File: src/sv/dfr_pkg.sv
// dfr_pkg: shared types, codes and reset constants of the delimited frame receiver
// no dependencies; compile first
`default_nettype none

package dfr_pkg;

    // default frame store depth, in bytes
    localparam int FRAME_BYTES_DEF = 6;

    // delivered frame width
    localparam int DATA_W = 48;
    localparam int DATA_BYTES = DATA_W / 8;

    // register reset values and the gap counter limit
    localparam logic [7:0] START_BYTE_RST = 8'hFD;
    localparam logic [7:0] END_BYTE_RST = 8'hFE;
    localparam logic [7:0] TIMEOUT_RST = 8'd5;
    localparam logic [7:0] GAP_MAX = 8'hFF;

    // configuration register indexes
    typedef enum logic [1:0] {
        CFG_START_BYTE = 2'd0,
        CFG_END_BYTE   = 2'd1,
        CFG_TIMEOUT    = 2'd2
    } t_cfg_idx;

    // input word opcodes
    typedef enum logic {
        OP_BYTE = 1'b0,
        OP_TICK = 1'b1
    } t_opcode;

    // result event codes
    typedef enum logic [1:0] {
        EV_DELIVER  = 2'd0,
        EV_OVERFLOW = 2'd1,
        EV_TIMEOUT  = 2'd2
    } t_event;

    // receiver phase
    typedef enum logic [1:0] {
        PH_IDLE  = 2'd0,
        PH_RECV  = 2'd1,
        PH_ENDED = 2'd2,
        PH_ERROR = 2'd3
    } t_phase;

    // configuration register set
    typedef struct packed {
        logic [7:0] start_byte;
        logic [7:0] end_byte;
        logic [7:0] timeout_ticks;
    } t_cfg;

    // one registered input word
    typedef struct packed {
        logic       valid;
        t_opcode    opcode;
        logic [7:0] rx_byte;
    } t_item;

    // result of one input word
    typedef struct packed {
        logic              valid;
        t_event            event_res;
        logic [DATA_W-1:0] frame_data;
    } t_result;

endpackage

`default_nettype wire

File: src/sv/dfr_if.sv
// dfr_if: valid/ready channel interfaces for input words, results and configuration
// depends on dfr_pkg
`default_nettype none

// input channel: opcode and received byte
interface dfr_in_if;
    logic       valid;
    logic       ready;
    logic       opcode;
    logic [7:0] rx_byte;

    modport source (output valid, output opcode, output rx_byte, input ready);
    modport sink (input valid, input opcode, input rx_byte, output ready);
endinterface

// result channel: event code and packed frame
interface dfr_out_if;
    logic                      valid;
    logic                      ready;
    logic [1:0]                event_res;
    logic [dfr_pkg::DATA_W-1:0] frame_data;

    modport source (output valid, output event_res, output frame_data, input ready);
    modport sink (input valid, input event_res, input frame_data, output ready);
endinterface

// configuration write channel
interface dfr_cfg_if;
    logic       valid;
    logic       ready;
    logic [1:0] index;
    logic [7:0] data;

    modport source (output valid, output index, output data, input ready);
    modport sink (input valid, input index, input data, output ready);
endinterface

`default_nettype wire

File: src/sv/dfr_cfg_regs.sv
// dfr_cfg_regs: start byte, end byte and timeout registers
// depends on dfr_pkg and dfr_cfg_if
`default_nettype none

module dfr_cfg_regs (
    input  wire logic    i_clk,
    input  wire logic    i_rst_n,
    dfr_cfg_if.sink      i_cfg_ch,
    output dfr_pkg::t_cfg o_cfg
);

    dfr_pkg::t_cfg r_cfg;
    dfr_pkg::t_cfg n_cfg;

    // writes are always taken
    assign i_cfg_ch.ready = 1'b1;

    // register decode, unknown indexes dropped
    always_comb begin
        n_cfg = r_cfg;
        if (i_cfg_ch.valid) begin
            case (i_cfg_ch.index)
                dfr_pkg::CFG_START_BYTE: n_cfg.start_byte = i_cfg_ch.data;
                dfr_pkg::CFG_END_BYTE:   n_cfg.end_byte = i_cfg_ch.data;
                dfr_pkg::CFG_TIMEOUT:    n_cfg.timeout_ticks = i_cfg_ch.data;
                default:                 n_cfg = r_cfg;
            endcase
        end
    end

    always_ff @(posedge i_clk) begin
        if (!i_rst_n) begin
            r_cfg.start_byte <= dfr_pkg::START_BYTE_RST;
            r_cfg.end_byte <= dfr_pkg::END_BYTE_RST;
            r_cfg.timeout_ticks <= dfr_pkg::TIMEOUT_RST;
        end else begin
            r_cfg <= n_cfg;
        end
    end

    assign o_cfg = r_cfg;

endmodule

`default_nettype wire

File: src/sv/dfr_frame_core.sv
// dfr_frame_core: phase machine, gap timer, byte count and frame store
// depends on dfr_pkg
`default_nettype none

module dfr_frame_core #(
    parameter int FRAME_BYTES = dfr_pkg::FRAME_BYTES_DEF
) (
    input  wire logic       i_clk,
    input  wire logic       i_rst_n,
    input  dfr_pkg::t_cfg    i_cfg,
    input  dfr_pkg::t_item   i_item,
    output dfr_pkg::t_result o_res
);

    localparam int CNT_W = $clog2(FRAME_BYTES + 1);
    localparam int IDX_W = (FRAME_BYTES > 1) ? $clog2(FRAME_BYTES) : 1;

    dfr_pkg::t_phase r_phase;
    dfr_pkg::t_phase n_phase;
    logic [CNT_W-1:0] r_count;
    logic [CNT_W-1:0] n_count;
    logic [7:0]       r_gap;
    logic [7:0]       n_gap;
    logic [7:0]       r_store [FRAME_BYTES];

    logic             is_byte;
    logic             is_tick;
    logic             store_full;
    logic [7:0]       gap_inc;
    logic             timed_out;
    logic             store_wr;
    logic             store_clr;
    logic [dfr_pkg::DATA_W-1:0] packed_store;

    assign is_byte = i_item.valid && (i_item.opcode == dfr_pkg::OP_BYTE);
    assign is_tick = i_item.valid && (i_item.opcode == dfr_pkg::OP_TICK);
    assign store_full = (r_count >= CNT_W'(FRAME_BYTES));
    assign gap_inc = (r_gap == dfr_pkg::GAP_MAX) ? r_gap : r_gap + 8'd1;
    assign timed_out = (gap_inc > i_cfg.timeout_ticks);

    // next phase
    always_comb begin
        n_phase = r_phase;
        if (is_byte) begin
            case (r_phase)
                dfr_pkg::PH_IDLE: begin
                    if (i_item.rx_byte == i_cfg.start_byte) n_phase = dfr_pkg::PH_RECV;
                end
                dfr_pkg::PH_RECV: begin
                    if (i_item.rx_byte == i_cfg.end_byte) n_phase = dfr_pkg::PH_ENDED;
                    else if (store_full) n_phase = dfr_pkg::PH_ERROR;
                end
                default: n_phase = r_phase;
            endcase
        end else if (is_tick) begin
            case (r_phase)
                dfr_pkg::PH_RECV: begin
                    if (timed_out) n_phase = dfr_pkg::PH_IDLE;
                end
                default: n_phase = dfr_pkg::PH_IDLE;
            endcase
        end
    end

    // datapath controls and result
    always_comb begin
        n_count = r_count;
        n_gap = r_gap;
        store_wr = 1'b0;
        store_clr = 1'b0;
        o_res.valid = 1'b0;
        o_res.event_res = dfr_pkg::EV_DELIVER;
        o_res.frame_data = '0;
        if (is_byte) begin
            n_gap = '0;
            case (r_phase)
                dfr_pkg::PH_IDLE: begin
                    if (i_item.rx_byte == i_cfg.start_byte) n_count = '0;
                end
                dfr_pkg::PH_RECV: begin
                    if (i_item.rx_byte != i_cfg.end_byte && !store_full) begin
                        store_wr = 1'b1;
                        n_count = r_count + CNT_W'(1);
                    end
                end
                default: n_count = r_count;
            endcase
        end else if (is_tick) begin
            case (r_phase)
                dfr_pkg::PH_IDLE: n_gap = '0;
                dfr_pkg::PH_RECV: begin
                    n_gap = timed_out ? 8'd0 : gap_inc;
                    if (timed_out) begin
                        o_res.valid = 1'b1;
                        o_res.event_res = dfr_pkg::EV_TIMEOUT;
                    end
                end
                dfr_pkg::PH_ERROR: begin
                    store_clr = 1'b1;
                    o_res.valid = 1'b1;
                    o_res.event_res = dfr_pkg::EV_OVERFLOW;
                end
                default: begin
                    store_clr = 1'b1;
                    o_res.valid = 1'b1;
                    o_res.event_res = dfr_pkg::EV_DELIVER;
                    o_res.frame_data = packed_store;
                end
            endcase
        end
    end

    // pack the store, first byte in the low bits
    for (genvar gi = 0; gi < dfr_pkg::DATA_BYTES; gi++) begin : g_pack
        if (gi < FRAME_BYTES) begin : g_used
            assign packed_store[8*gi +: 8] = r_store[gi];
        end else begin : g_zero
            assign packed_store[8*gi +: 8] = 8'd0;
        end
    end

    // frame store entries
    for (genvar gi = 0; gi < FRAME_BYTES; gi++) begin : g_store
        always_ff @(posedge i_clk) begin
            if (!i_rst_n) begin
                r_store[gi] <= '0;
            end else if (store_clr) begin
                r_store[gi] <= '0;
            end else if (store_wr && (r_count[IDX_W-1:0] == IDX_W'(gi))) begin
                r_store[gi] <= i_item.rx_byte;
            end
        end
    end

    // control state
    always_ff @(posedge i_clk) begin
        if (!i_rst_n) begin
            r_phase <= dfr_pkg::PH_IDLE;
            r_count <= '0;
            r_gap <= '0;
        end else begin
            r_phase <= n_phase;
            r_count <= n_count;
            r_gap <= n_gap;
        end
    end

    // byte count never passes the store depth
    a_count_bound: assert property (@(posedge i_clk) disable iff (!i_rst_n)
        r_count <= CNT_W'(FRAME_BYTES))
        else $error("byte count beyond store depth");

    // a result only comes from a tick
    a_res_on_tick: assert property (@(posedge i_clk) disable iff (!i_rst_n)
        o_res.valid |-> is_tick)
        else $error("result without a tick");

    // a delivered or discarded frame leaves an empty store and idle phase
    a_clear_after: assert property (@(posedge i_clk) disable iff (!i_rst_n)
        (o_res.valid && o_res.event_res != dfr_pkg::EV_TIMEOUT)
        |=> (r_phase == dfr_pkg::PH_IDLE && packed_store == '0))
        else $error("store not cleared after frame end");

    // only a delivery carries data
    a_data_zero: assert property (@(posedge i_clk) disable iff (!i_rst_n)
        (o_res.valid && o_res.event_res != dfr_pkg::EV_DELIVER) |-> o_res.frame_data == '0)
        else $error("data on a non-delivery event");

endmodule

`default_nettype wire

File: src/sv/delimited_frame_receiver_top.sv
// delimited_frame_receiver_top: input register, frame core, result register
// depends on dfr_pkg, dfr_if, dfr_cfg_regs and dfr_frame_core
`default_nettype none

// Start/end-byte frame receiver with a gap timeout. Input words are received
// bytes (opcode 0) and poll ticks (opcode 1). A start byte opens a frame, an
// end byte closes it, data bytes in between fill a store of FRAME_BYTES bytes.
// On a tick an ended frame is delivered (event 0, first byte in the low bits
// of frame_data), an overflowed frame is discarded (event 1), and a frame with
// more than timeout_ticks ticks since its last byte is aborted (event 2, the
// store is kept). Each tick gives at most one result; bytes give none.
// One word is accepted per clock while the result register is free or taken: a
// word is captured in the input register and then processed into the result
// register, where its result is held until it is taken.
// The only stall is a held result: the input stage waits while the result
// register is full and not taken.
// Configuration writes are always ready and must be made while the block is
// idle.
module delimited_frame_receiver_top #(
    parameter int FRAME_BYTES = dfr_pkg::FRAME_BYTES_DEF
) (
    input  wire logic  i_clk,
    input  wire logic  i_rst_n,
    dfr_in_if.sink     i_in_ch,
    dfr_out_if.source  o_out_ch,
    dfr_cfg_if.sink    i_cfg_ch
);

    dfr_pkg::t_cfg    cfg;
    dfr_pkg::t_item   core_item;
    dfr_pkg::t_result core_res;

    logic                       r_in_valid;
    dfr_pkg::t_opcode           r_in_op;
    logic [7:0]                 r_in_byte;
    logic                       r_out_valid;
    dfr_pkg::t_event            r_out_event;
    logic [dfr_pkg::DATA_W-1:0] r_out_data;
    logic                       advance;

    dfr_cfg_regs u_cfg (
        .i_clk    (i_clk),
        .i_rst_n  (i_rst_n),
        .i_cfg_ch (i_cfg_ch),
        .o_cfg    (cfg)
    );

    // the held word moves on when the result register can take its result
    assign advance = r_in_valid && (!r_out_valid || o_out_ch.ready);
    assign i_in_ch.ready = !r_in_valid || advance;

    // input register
    always_ff @(posedge i_clk) begin
        if (!i_rst_n) begin
            r_in_valid <= 1'b0;
        end else if (i_in_ch.ready) begin
            r_in_valid <= i_in_ch.valid;
        end
    end

    always_ff @(posedge i_clk) begin
        if (i_in_ch.valid && i_in_ch.ready) begin
            r_in_op <= dfr_pkg::t_opcode'(i_in_ch.opcode);
            r_in_byte <= i_in_ch.rx_byte;
        end
    end

    assign core_item.valid = advance;
    assign core_item.opcode = r_in_op;
    assign core_item.rx_byte = r_in_byte;

    dfr_frame_core #(
        .FRAME_BYTES (FRAME_BYTES)
    ) u_core (
        .i_clk   (i_clk),
        .i_rst_n (i_rst_n),
        .i_cfg   (cfg),
        .i_item  (core_item),
        .o_res   (core_res)
    );

    // result register
    always_ff @(posedge i_clk) begin
        if (!i_rst_n) begin
            r_out_valid <= 1'b0;
        end else if (core_res.valid) begin
            r_out_valid <= 1'b1;
        end else if (o_out_ch.ready) begin
            r_out_valid <= 1'b0;
        end
    end

    always_ff @(posedge i_clk) begin
        if (core_res.valid) begin
            r_out_event <= core_res.event_res;
            r_out_data <= core_res.frame_data;
        end
    end

    assign o_out_ch.valid = r_out_valid;
    assign o_out_ch.event_res = r_out_event;
    assign o_out_ch.frame_data = r_out_data;

    // a result is never overwritten while it waits
    a_no_overwrite: assert property (@(posedge i_clk) disable iff (!i_rst_n)
        (r_out_valid && !o_out_ch.ready) |-> !core_res.valid)
        else $error("pending result overwritten");

    // a stalled word stays in the input register
    a_in_hold: assert property (@(posedge i_clk) disable iff (!i_rst_n)
        (r_in_valid && !advance) |=> (r_in_valid && $stable(r_in_op) && $stable(r_in_byte)))
        else $error("stalled word lost");

    // a result in the output register came from a processed word
    a_out_source: assert property (@(posedge i_clk) disable iff (!i_rst_n)
        $rose(r_out_valid) |-> $past(advance))
        else $error("result without a processed word");

endmodule

`default_nettype wire

File: src/flat_wrapper.sv
// flat-port wrapper written by rule: the top's interface ports become plain ports
module delimited_frame_receiver_top_flat 
#(
    parameter int FRAME_BYTES = dfr_pkg::FRAME_BYTES_DEF
)
  (i_clk, i_rst_n, i_in_ch_valid, i_in_ch_opcode, i_in_ch_rx_byte, i_in_ch_ready, o_out_ch_valid, o_out_ch_event_res, o_out_ch_frame_data, o_out_ch_ready, i_cfg_ch_valid, i_cfg_ch_index, i_cfg_ch_data, i_cfg_ch_ready);
  dfr_in_if i_in_ch_i ();
  dfr_out_if o_out_ch_i ();
  dfr_cfg_if i_cfg_ch_i ();
  input  wire logic i_clk;
  input  wire logic i_rst_n;
  input wire logic [$bits(i_in_ch_i.valid)-1:0] i_in_ch_valid;
  input wire logic [$bits(i_in_ch_i.opcode)-1:0] i_in_ch_opcode;
  input wire logic [$bits(i_in_ch_i.rx_byte)-1:0] i_in_ch_rx_byte;
  output wire logic [$bits(i_in_ch_i.ready)-1:0] i_in_ch_ready;
  output wire logic [$bits(o_out_ch_i.valid)-1:0] o_out_ch_valid;
  output wire logic [$bits(o_out_ch_i.event_res)-1:0] o_out_ch_event_res;
  output wire logic [$bits(o_out_ch_i.frame_data)-1:0] o_out_ch_frame_data;
  input wire logic [$bits(o_out_ch_i.ready)-1:0] o_out_ch_ready;
  input wire logic [$bits(i_cfg_ch_i.valid)-1:0] i_cfg_ch_valid;
  input wire logic [$bits(i_cfg_ch_i.index)-1:0] i_cfg_ch_index;
  input wire logic [$bits(i_cfg_ch_i.data)-1:0] i_cfg_ch_data;
  output wire logic [$bits(i_cfg_ch_i.ready)-1:0] i_cfg_ch_ready;
  assign i_in_ch_i.valid = i_in_ch_valid;
  assign i_in_ch_i.opcode = i_in_ch_opcode;
  assign i_in_ch_i.rx_byte = i_in_ch_rx_byte;
  assign i_in_ch_ready = i_in_ch_i.ready;
  assign o_out_ch_valid = o_out_ch_i.valid;
  assign o_out_ch_event_res = o_out_ch_i.event_res;
  assign o_out_ch_frame_data = o_out_ch_i.frame_data;
  assign o_out_ch_i.ready = o_out_ch_ready;
  assign i_cfg_ch_i.valid = i_cfg_ch_valid;
  assign i_cfg_ch_i.index = i_cfg_ch_index;
  assign i_cfg_ch_i.data = i_cfg_ch_data;
  assign i_cfg_ch_ready = i_cfg_ch_i.ready;
  delimited_frame_receiver_top #(.FRAME_BYTES(FRAME_BYTES)) u_core (.i_clk(i_clk), .i_rst_n(i_rst_n), .i_in_ch(i_in_ch_i), .o_out_ch(o_out_ch_i), .i_cfg_ch(i_cfg_ch_i));
endmodule
File: config.mk
export PLATFORM = sky130hd
export DESIGN_NAME = delimited_frame_receiver_top_flat
export DESIGN_NICKNAME = d
export VERILOG_FILES = /design/src/sv/dfr_pkg.sv /design/src/sv/dfr_if.sv /design/src/sv/dfr_cfg_regs.sv /design/src/sv/dfr_frame_core.sv /design/src/sv/delimited_frame_receiver_top.sv /design/src/flat_wrapper.sv
export SDC_FILE = /design/constraint.sdc
export NUM_CORES = 1
export LEC_CHECK = 0
export BUFFER_PORTS_ARGS = -buffer_cell sky130_fd_sc_hd__clkbuf_2
export CAP_MARGIN = 30
export CORE_MARGIN = 4
export CORE_UTILIZATION = 45
export CTS_CLUSTER_DIAMETER = 80
export CTS_CLUSTER_SIZE = 30
export DETAILED_ROUTE_END_ITERATION = 10
export MAX_ROUTING_LAYER = met4
export SLEW_MARGIN = 20
export SYNTH_ARGS = -nofsm -noshare
export SYNTH_HDL_FRONTEND = slang
export SYNTH_SLANG_ARGS = --single-unit
File: constraint.sdc
create_clock -name i_clk -period 7.24 [get_ports i_clk]
set_input_delay 1.448 -clock i_clk [delete_from_list [all_inputs] [get_ports i_clk]]
set_output_delay 1.448 -clock i_clk [all_outputs]
set_load 0.03 [all_outputs]
== Word-level counts from Yosys, hierarchy flattened ==
Memories as Yosys holds them, arrays and structs flattened.
Index checks and enable logic that the tools add are counted.

* $add $sub $neg: 2
* $lt $le $gt $ge: 2
* Equal/unequal tests: 19
* Multiplexer cells: 67
* Bitwise operators: 15
* Reduce and logical (&&, ||, !) cells: 33

{| class="wikitable"
|+ Operators with widths
! kind !! number
|-
| $mux W8 || 14
|-
| $mux W51 || 2
|-
| $mux W48 || 1
|-
| $mux W1 || 36
|-
| $eq A8 B8 Y1 || 2
|-
| $pmux W8 S2 || 1
|-
| $mux W2 || 7
|-
| $or A1 B1 Y1 || 12
|-
| $logic_and A1 B1 Y1 || 11
|-
| $mux W3 || 3
|-
| $pmux W3 S3 || 1
|-
| $add A8 B1 Y8 const B || 1
|-
| $eq A8 B8 Y1 const B || 1
|-
| $gt A8 B8 Y1 || 1
|-
| $ne A8 B8 Y1 || 1
|-
| $reduce_and A2 Y1 || 4
|-
| $eq A3 B2 Y1 const B || 2
|-
| $eq A3 B3 Y1 const B || 2
|-
| $ne A3 B3 Y1 const B || 2
|-
| $pmux W3 S2 || 1
|-
| $reduce_bool A2 Y1 || 3
|-
| $reduce_or A2 Y1 || 3
|-
| $reduce_and A5 Y1 || 1
|-
| $reduce_or A5 Y1 || 1
|-
| other kinds (16) || 25
|}

* Register bits: 98
* Bits in writable memories: 48
* Output and inout bits: 53
* Memories kept: 1

{| class="wikitable"
|+ Memory list
! name !! depth !! width !! read ports !! clocked after Yosys merged registers in !! wr ports !! line !! text
|-
| u_core.u_core.r_store || 6 || 8 || 6 || 0 || 6 || dfr_frame_core.sv:24 || <nowiki>logic [7:0] r_store [FRAME_BYTES];</nowiki>
|}

== Longest topological paths before layout ==
Gate-level depths: netlist of run 1.

* Depth after elaboration: 12
* Depth in mapped cells: 13
* Depth with buffers taken out: 11

== Modules after synthesis ==
A second synthesis of run 1 with hierarchy kept.

* Cells, all modules: 486
* Area, all modules: 6,306.0 um^2

{| class="wikitable"
|+ By module, submodules not included
! module !! times used !! cells an instance !! area an instance (um^2)
|-
| dfr_frame_core || 1 || 317 || 3,408.3
|-
| delimited_frame_receiver_top || 1 || 68 || 1,875.5
|-
| dfr_cfg_regs || 1 || 101 || 1,022.2
|}

== Worst setup path before layout of run 1 ==
No wires, ideal clock.

* Path kind: register to register
* Start: register u_core.u_core.r_gap[0]
* End: register u_core.r_out_event[0], in the netlist u_core.o_out_ch.event_res[0] (enable)
* Library setup time: 458 ps
* Data arrival time: 4,638 ps
* Required time: 6,782 ps
* Slack: 2,144 ps
* Cell stages (with the launch flop): 13
* Path buffers: 1
* Cells stage by stage: dfxtp_1 > ha_1 > and4_1 > clkbuf_1 > or3b_1 > and2_1 > or2_1 > ha_1 > nand4_1 > a21oi_1 > o22ai_1 > o21a_1 > nor2_1

{| class="wikitable"
|+ RTL lines
! item !! line !! text
|-
| start, declared || dfr_frame_core.sv:22 || <nowiki>logic [7:0] r_gap;</nowiki>
|-
| start signal, assigned || dfr_frame_core.sv:144 || <nowiki>r_gap <= n_gap;</nowiki>
|-
| end signal, assigned || delimited_frame_receiver_top.sv:95 || <nowiki>r_out_event <= core_res.event_res;</nowiki>
|-
| end, declared || delimited_frame_receiver_top.sv:37 || <nowiki>dfr_pkg::t_event r_out_event;</nowiki>
|}

==> results of run 1 <==
power breakdown:
part	internal, mW	switching, mW
sequential	0.912	0.0204
combinational	0.0204	0.0299
clock	0.574	0.326
total	1.51	0.377
kinds of logic (layout without fill, tap and decap cells):
logic type	Yosys count	count (layout)
compound gates	42	42
xor+xnor	18	18
fa+ha+maj	14	14
buf+inv	37	126
flops	146	146
mux	9	9
other cells	1	1
simple gates	234	234
worst max-delay path, cell delays in order, from the launching register on:
cell	delay [ns]
dfxtp_1	0.36
ha_1	0.28
and4_1	0.30
or3b_1	0.42
and2_1	0.18
or2_1	0.23
ha_1	0.27
nand4_1	0.10
a21oi_1	0.13
o22ai_1	0.20
o21a_1	0.28
nor2_4	0.08
buf_4	0.49
final timing paths:
kind                                     to  cells after the start
max          u_core.o_out_ch.frame_data[43]                     12
min                  u_core.u_core.r_gap[4]                      2
max reg2reg  u_core.o_out_ch.frame_data[43]                     12
min reg2reg          u_core.u_core.r_gap[4]                      2
through the flow:
stage	setup WS (ns)	area (sq um)
6_report	3.510	7343
5_1_grt	3.301	7343
4_1_cts	3.496	7328
3_3_place_gp	3.365	6713
2_1_floorplan	2.144	6213
3_5_place_dp	3.272	6713
metal layers:
| metal | GRT usage | wire length, um |
|---|---|---|
| met1 | 0.1986 | 5017 |
| met5 | - | 0 |
| met3 | 0.04563 | 577 |
| met4 | 0.07334 | 257 |
| met2 | 0.2442 | 5448 |
synthesized netlist by cell type (2+ instances only):
cell | number | area share
a21oi_1 | 12 | 0.0097
a22o_1 | 5 | 0.0070
a31oi_1 | 5 | 0.0050
and2_1 | 101 | 0.10
and3_1 | 4 | 0.0040
and4_1 | 2 | 0.0028
buf_2 | 4 | 0.0032
buf_4 | 5 | 0.0060
clkbuf_1 | 13 | 0.0079
dfxtp_1 | 39 | 0.13
edfxtp_1 | 107 | 0.52
ha_1 | 14 | 0.028
inv_1 | 13 | 0.0079
mux2i_1 | 8 | 0.013
nand2_1 | 53 | 0.032
nand2b_1 | 2 | 0.0020
nand3_1 | 21 | 0.017
nand3b_1 | 3 | 0.0036
nand4_1 | 4 | 0.0040
nor2_1 | 20 | 0.012
nor2_8 | 6 | 0.019
nor2b_1 | 3 | 0.0030
nor3_1 | 3 | 0.0024
nor4_1 | 2 | 0.0020
o211ai_1 | 2 | 0.0024
o21a_1 | 3 | 0.0036
o21ai_0 | 11 | 0.0089
or3_1 | 2 | 0.0020
xnor2_1 | 8 | 0.011
xor2_1 | 10 | 0.014
flip-flops by register name, indices dropped and copies added, names as in the netlist:
register	count
u_core.o_out_ch.event_res	2
u_core.u_core.r_count	3
u_core.r_in_byte	8
u_core.r_in_valid	1
u_core.u_cfg.o_cfg	24
u_core.o_out_ch.frame_data	48
u_core.r_in_op	1
u_core.u_core.r_phase	2
u_core.u_core.r_store	48
u_core.u_core.r_gap	8
u_core.o_out_ch.valid	1
cell usage in the layout, fill, tap and decap left out, types with 3 or more instances in the layout:
master     synthesis  routed
inv_1             13      13
dfxtp_1           39      39
o21ai_1            0       3
bufinv_16          0       4
edfxtp_1         107     107
and2_1           101     101
clkbuf_2           0      78
clkbuf_16          0      17
mux2i_1            8       8
nand4_1            4       4
ha_1              14      14
nor3_1             3       3
nand2_1           53      53
a21oi_1           12      12
clkinv_1           1       4
nor2b_1            3       3
o21ai_0           11       8
nand3_1           21      21
o21a_1             3       3
and3_1             4       4
nor2_1            20      18
a22o_1             5       5
xor2_1            10      10
nand3b_1           3       3
a31oi_1            5       5
xnor2_1            8       8
nor2_8             6       6
final cells by class:
cell class | count | area, sq um
fillers | 1197 | 6057
flip-flops and latches | 146 | 3994
multi-input cells | 318 | 2056
clock buffers | 18 | 429.2
repair buffers | 80 | 405.4
well taps | 176 | 220.2
clock inverters | 14 | 186.4
inverters | 14 | 52.55
==> run metrics, run 1 <==
layout cell share with drive strength beyond 1 0.2034; peak supply drop 136.4 uV; Hold WS 0.4666 ns; first-pass GRT wire length 19000 um; DRC viols 0; Post-DP HPWL 8047 um; Std-Cell Rows 42; total power 1.883 mW; Die X 125.5 um; Critical Path Start u_core.u_core.r_gap[0]; Post-Synth XOR/XNOR Area 0.02537; GR Util All Layers 0.1602; placed cells 731; GP Congestion 0.8397; fmax 268.1 MHz; Mean Syn Cell Area 12.40 sq um; Post-Syn Instances 501; clk root buf clkbuf_16; vias per inst 4.884; worst r2r src u_core.u_core.r_gap[0]; Post-synth ARST share 0; reg2reg setup slack 3.51 ns; ANT nets after route 0; min-delay src u_core.u_core.r_gap[4]; insertion delay to the later sink of the worst-skew pair 0.42 ns; setup TNS 0 ns; hold_buf cts 0; Starting Density 0.4637; Pre-Repair DR Iteration Count 5; Compound-Gate Fraction of Synth Area 0.04209; total die area 15750 sq um; Slew HR 0.4592; Warnings, synthesis 0; Worst EP arrival 3.78 ns; Setup Viol. Count Final 0; Post-synth EDFFs 107; Mapped Area 6213 sq um; global route overflow 0; endpoints failing hold 0; CTS resizes 0; nets 615; Post-CTS Setup Bufs 0; Setup crit end kind flip-flop; crit path kind flip-flop to flip-flop; clock sink count 146; final cell count without fillers 766; core footprint 13400 sq um; leakage power 2.900 nW; Detailed Route WL 11300 um; simple-gate portion of the synthesized area 0.2183; critical path fanouts, max 50; Initial DRC Count 161; RSZ-0062 raised after global routing no; max_cap viols 0; fin. max-slew vios 0; largest net degree at the start of global routing 51; Clock Pin Slew Worst Setup and Hold Paths 0.06 ns; post-synthesis mux area share 0.01470; I/O pin count 77; Die H 125.5 um; outcome finished, final reports clean; TritonCTS clock tree yes; H-tree depth 4; initial antenna violation count 0; CTS Buf Count 17; worst slew pin tran 0.8095 ns; worst min-delay path class flip-flop to flip-flop; vias 3741; min Tclk post-route 3.730 ns; largest family of logic cells by synthesized area simple AND/OR/NAND/NOR gates; fin crit share 0.5151; sequential area share after synthesis 0.6428; adder-cell share of the synthesized area 0.02819; ANT cells 0; #FFs+latches synth 146; post-layout util 0.5480; Port Buf Inserts 75; pwr/cell area 256.5 nW/um^2; P&R area growth vs syn 18.18%; DR WL/cell 14.75 um; Worst Setup Start Kind flip-flop; Syn Nets 539; Clock Tree Buf Depth 2; vias in the first global route 3763; CP required 7.29 ns; Top FF cell, synth edfxtp_1; Worst Skew 0.009938 ns; post-synthesis cell type count 46
Power figures use the tool's default switching activity.
==> run 2, diff against run 1 <==
- ABC_AREA: default -> 1
- PLACE_DENSITY: default -> 0.67
- clock period: 7.24 -> 3.3 ns (I/O delays scaled with it)
==> run 2 against run 1 <==
Flip-flop and latch count is the same. Sequential share of layout area shrank 0.25 points. Register-to-register slack lost 3.2 ns. Core utilization grew 0.25 points. Die area grew 0.23%. Non-clock buffer count is the same. Combinational power grew to 4.5 times the previous value. Via count grew 11%. Worst hold slack lost 0.050 ns. Global-route usage shrank 0.69 points. Clock power grew 99%. Critical path depth grew 7.
==> run metrics, run 2 <==
pwr/cell area 551.2 nW/um^2 (+110%); Post-synth EDFFs 107 (unchanged); hold_buf cts 0 (unchanged); largest net degree at the start of global routing 51 (unchanged); RSZ-0062 raised after global routing yes; layout cell share with drive strength beyond 1 0.1879 (-0.01545); Worst EP arrival 3.09 ns (-0.69 ns); GR Util All Layers 0.1533 (-0.006924); Detailed Route WL 10970 um (-3.0%); post-layout util 0.5505 (+0.002521); outcome finished, final reports clean; DR WL/cell 12.33 um (-16%); critical path cell sequence ha_1 > nand2_1 > nor3_2 > nand3_2 > xor2_1 > inv_1 > ha_1 > inv_1 > nand2_1 > nand2_1 > nand2_1 > nand2_1 > nand2_1 > nand2_1 > nand2_1 > inv_1 > nand3_1 > nand2_2 > buf_12; ANT nets after route 0 (unchanged); Pre-Repair DR Iteration Count 4 (-1); Slew HR 0.5139 (+0.05469); core footprint 13400 sq um (unchanged); min Tclk post-route 2.993 ns (-0.7362 ns); Post-synth top cells nor2_1 (127), nand2_1 (112), edfxtp_1 (107); Port Buf Inserts 75 (unchanged); share of the synthesized area in the top cell type 0.5159 (-0.001247); first-pass GRT wire length 18730 um (-1.4%); clk root buf clkbuf_16; TritonCTS clock tree yes; Starting Density 0.4648 (+0.001120); most used cell, CP nand2_1; Top FF cell, synth edfxtp_1; min-delay src i_in_ch_rx_byte[0]; worst r2r src u_core.u_core.r_gap[0]; fin area 7377 sq um (+0.46%); Post-synth ARST share 0 (unchanged); initial antenna violation count 0 (unchanged); Multi-input gate area 1798 sq um (-13%); WHS Path Cells 1 (-1); slowest stage cell on the critical path dfxtp_1; CTS Buf Count 17 (unchanged); top post-synthesis cells by area edfxtp_1 (52%), dfxtp_1 (13%), nor2_1 (7.7%), nand2_1 (6.7%), inv_1 (5.7%); peak supply drop 241.4 uV (+77%); fin crit share 0.9071 (+0.3920); Clock Pin Slew Worst Setup and Hold Paths 0.06 ns (about the same); worst min-delay path class primary input to flip-flop; fin. max-slew vios 0 (unchanged); fmax 334.1 MHz (+25%); global route overflow 0 (unchanged); vias 4147 (+11%); H-tree depth 4 (unchanged); crit path kind flip-flop to flip-flop; Die H 125.7 um (+0.12%); Post-DP HPWL 7904 um (-1.8%); CP required 3.39 ns (-3.90 ns); Worst Hold Path EP u_core.r_in_byte[0]; reg2reg setup slack 0.31 ns (-3.20 ns); ANT cells 0 (unchanged); FF-to-FF End u_core.o_out_ch.frame_data[26]; sequential standard cell area 3994 sq um (unchanged); Fillers 1179 (-1.5%); max_cap viols 0 (unchanged); post-synth top area cell edfxtp_1; worst slew pin tran 0.7243 ns (-0.08515 ns); commonest non-fill, non-tap cell in the layout nor2_1; Critical Path Start u_core.u_core.r_gap[0]; Warnings, synthesis 0 (unchanged); P&R area growth vs syn 18.44%; Worst Skew 0.007298 ns (-0.002640 ns); I/O pin count 77 (unchanged); vias per inst 4.665 (-4.5%); Setup crit end kind flip-flop; Die X 125.7 um (+0.12%); critical path fanouts, max 50 (unchanged); Setup Viol. Count Final 0 (unchanged); Post-CTS Setup Bufs 0 (unchanged); GP Congestion 0.7990 (-4.8%); most frequent cells in the layout nor2_1 (127), nand2_1 (111), edfxtp_1 (107), inv_1 (94), clkbuf_2 (75); Clock Tree Buf Depth 2 (unchanged); R2R depth 19 (+7); Initial DRC Count 204 (+27%); count leader, synth nor2_1; sequential area share after synthesis 0.6412 (-0.001549); DRC viols 0 (unchanged); clock sink count 146 (unchanged); Worst Setup Start Kind flip-flop; Post-Place Cell Area 6809 sq um (+1.4%); Mean Syn Cell Area 10.16 sq um (-18%); Std-Cell Rows 42 (unchanged); insertion delay to the later sink of the worst-skew pair 0.42 ns (about the same); Post-Syn Instances 613 (+22%); Mapped Area 6228 sq um (+0.24%); post-synthesis cell type count 29 (-37%); endpoints failing hold 0 (unchanged); setup TNS 0 ns (unchanged); total die area 15790 sq um (+0.23%); Syn Nets 651 (+21%); total power 4.066 mW (+120%); leakage power 3.092 nW (+6.6%); vias in the first global route 4020 (+6.8%); crit-path max cell delay 0.39 ns (-0.10 ns); #FFs+latches synth 146 (unchanged); nets 738 (+20%)
## run 2: cell type report
type | count | share of cell area
clock inverters | 12 | 0.01577
clock buffers | 20 | 0.05919
well taps | 176 | 0.02985
multi-input cells | 354 | 0.2437
repair buffers | 80 | 0.05868
flip-flops and latches | 146 | 0.5414
inverters | 101 | 0.05139
## run 2: logic make-up (layout without fill, tap and decap cells)
group / count (synthesis) / count (layout) / synth area share
adders and majority gates: 14 / 14 / 0.02812
xor gates and xnor gates: 17 / 17 / 0.02390
DFF: 146 / 146 / 0.6412
and+or+nand+nor: 283 / 283 / 0.2015
AOI/OAI and AO/OA: 39 / 39 / 0.03415
other: 1 / 1 / 0.0006021
buffers and inverters: 113 / 213 / 0.07051
## run 2: critical path, delay by kind of cell (launching register included)
kind	cells	cell delay, ns
buffers and inverters	4	0.46
adder cells (fa/ha/maj)	2	0.39
AND/OR/NAND/NOR	12	1.16
XOR/XNOR	1	0.25
flip-flops	1	0.39
## run 2: routing by layer
metal	vias to the layer above	share of wire	GRT usage
met5	-	0	-
met4	0	0.013	0.05612
met3	14	0.057	0.04742
met2	107	0.50	0.2514
met1	1900	0.43	0.1785
li1	2126	-	-
## run 2: worst max-delay path by stage
| stage | cells after the start | end |
|---|---|---|
| 2_1_floorplan | 18 | u_core.o_out_ch.event_res[0] |
| 3_3_place_gp | 19 | u_core.o_out_ch.frame_data[40] |
| 3_5_place_dp | 19 | u_core.o_out_ch.frame_data[32] |
| 4_1_cts | 19 | u_core.o_out_ch.frame_data[45] |
| 5_1_grt | 19 | u_core.u_core.r_gap[6] |
| 6_report | 19 | u_core.o_out_ch.frame_data[26] |
## run 2: timing repair
item | CTS | global route
setup endpoints to repair | 0 | 2
gates resized for setup | 0 | 0
endpoints found under the hold margin | 0 | 0
## run 2: power breakdown
| group | leakage [nW] | internal (mW) | switching, mW |
|---|---|---|---|
| Combinational | 1.55 | 0.0687 | 0.158 |
| Clock | 0.270 | 1.10 | 0.689 |
| Sequential | 1.28 | 2.02 | 0.0313 |
| Total | 3.09 | 3.19 | 0.879 |
## run 2: stage by stage
step | std cells | hold WS [ns] | setup slack (ns)
6_report | 889 | 0.4162 | 0.3066
5_1_grt | 889 | 0.3935 | -0.004629
4_1_cts | 888 | 0.3982 | 0.2978
3_5_place_dp | 856 | 0.4526 | 0.3103
3_3_place_gp | 856 | 0.4559 | 0.4393
2_1_floorplan | 613 | 0.4331 | 0.3003
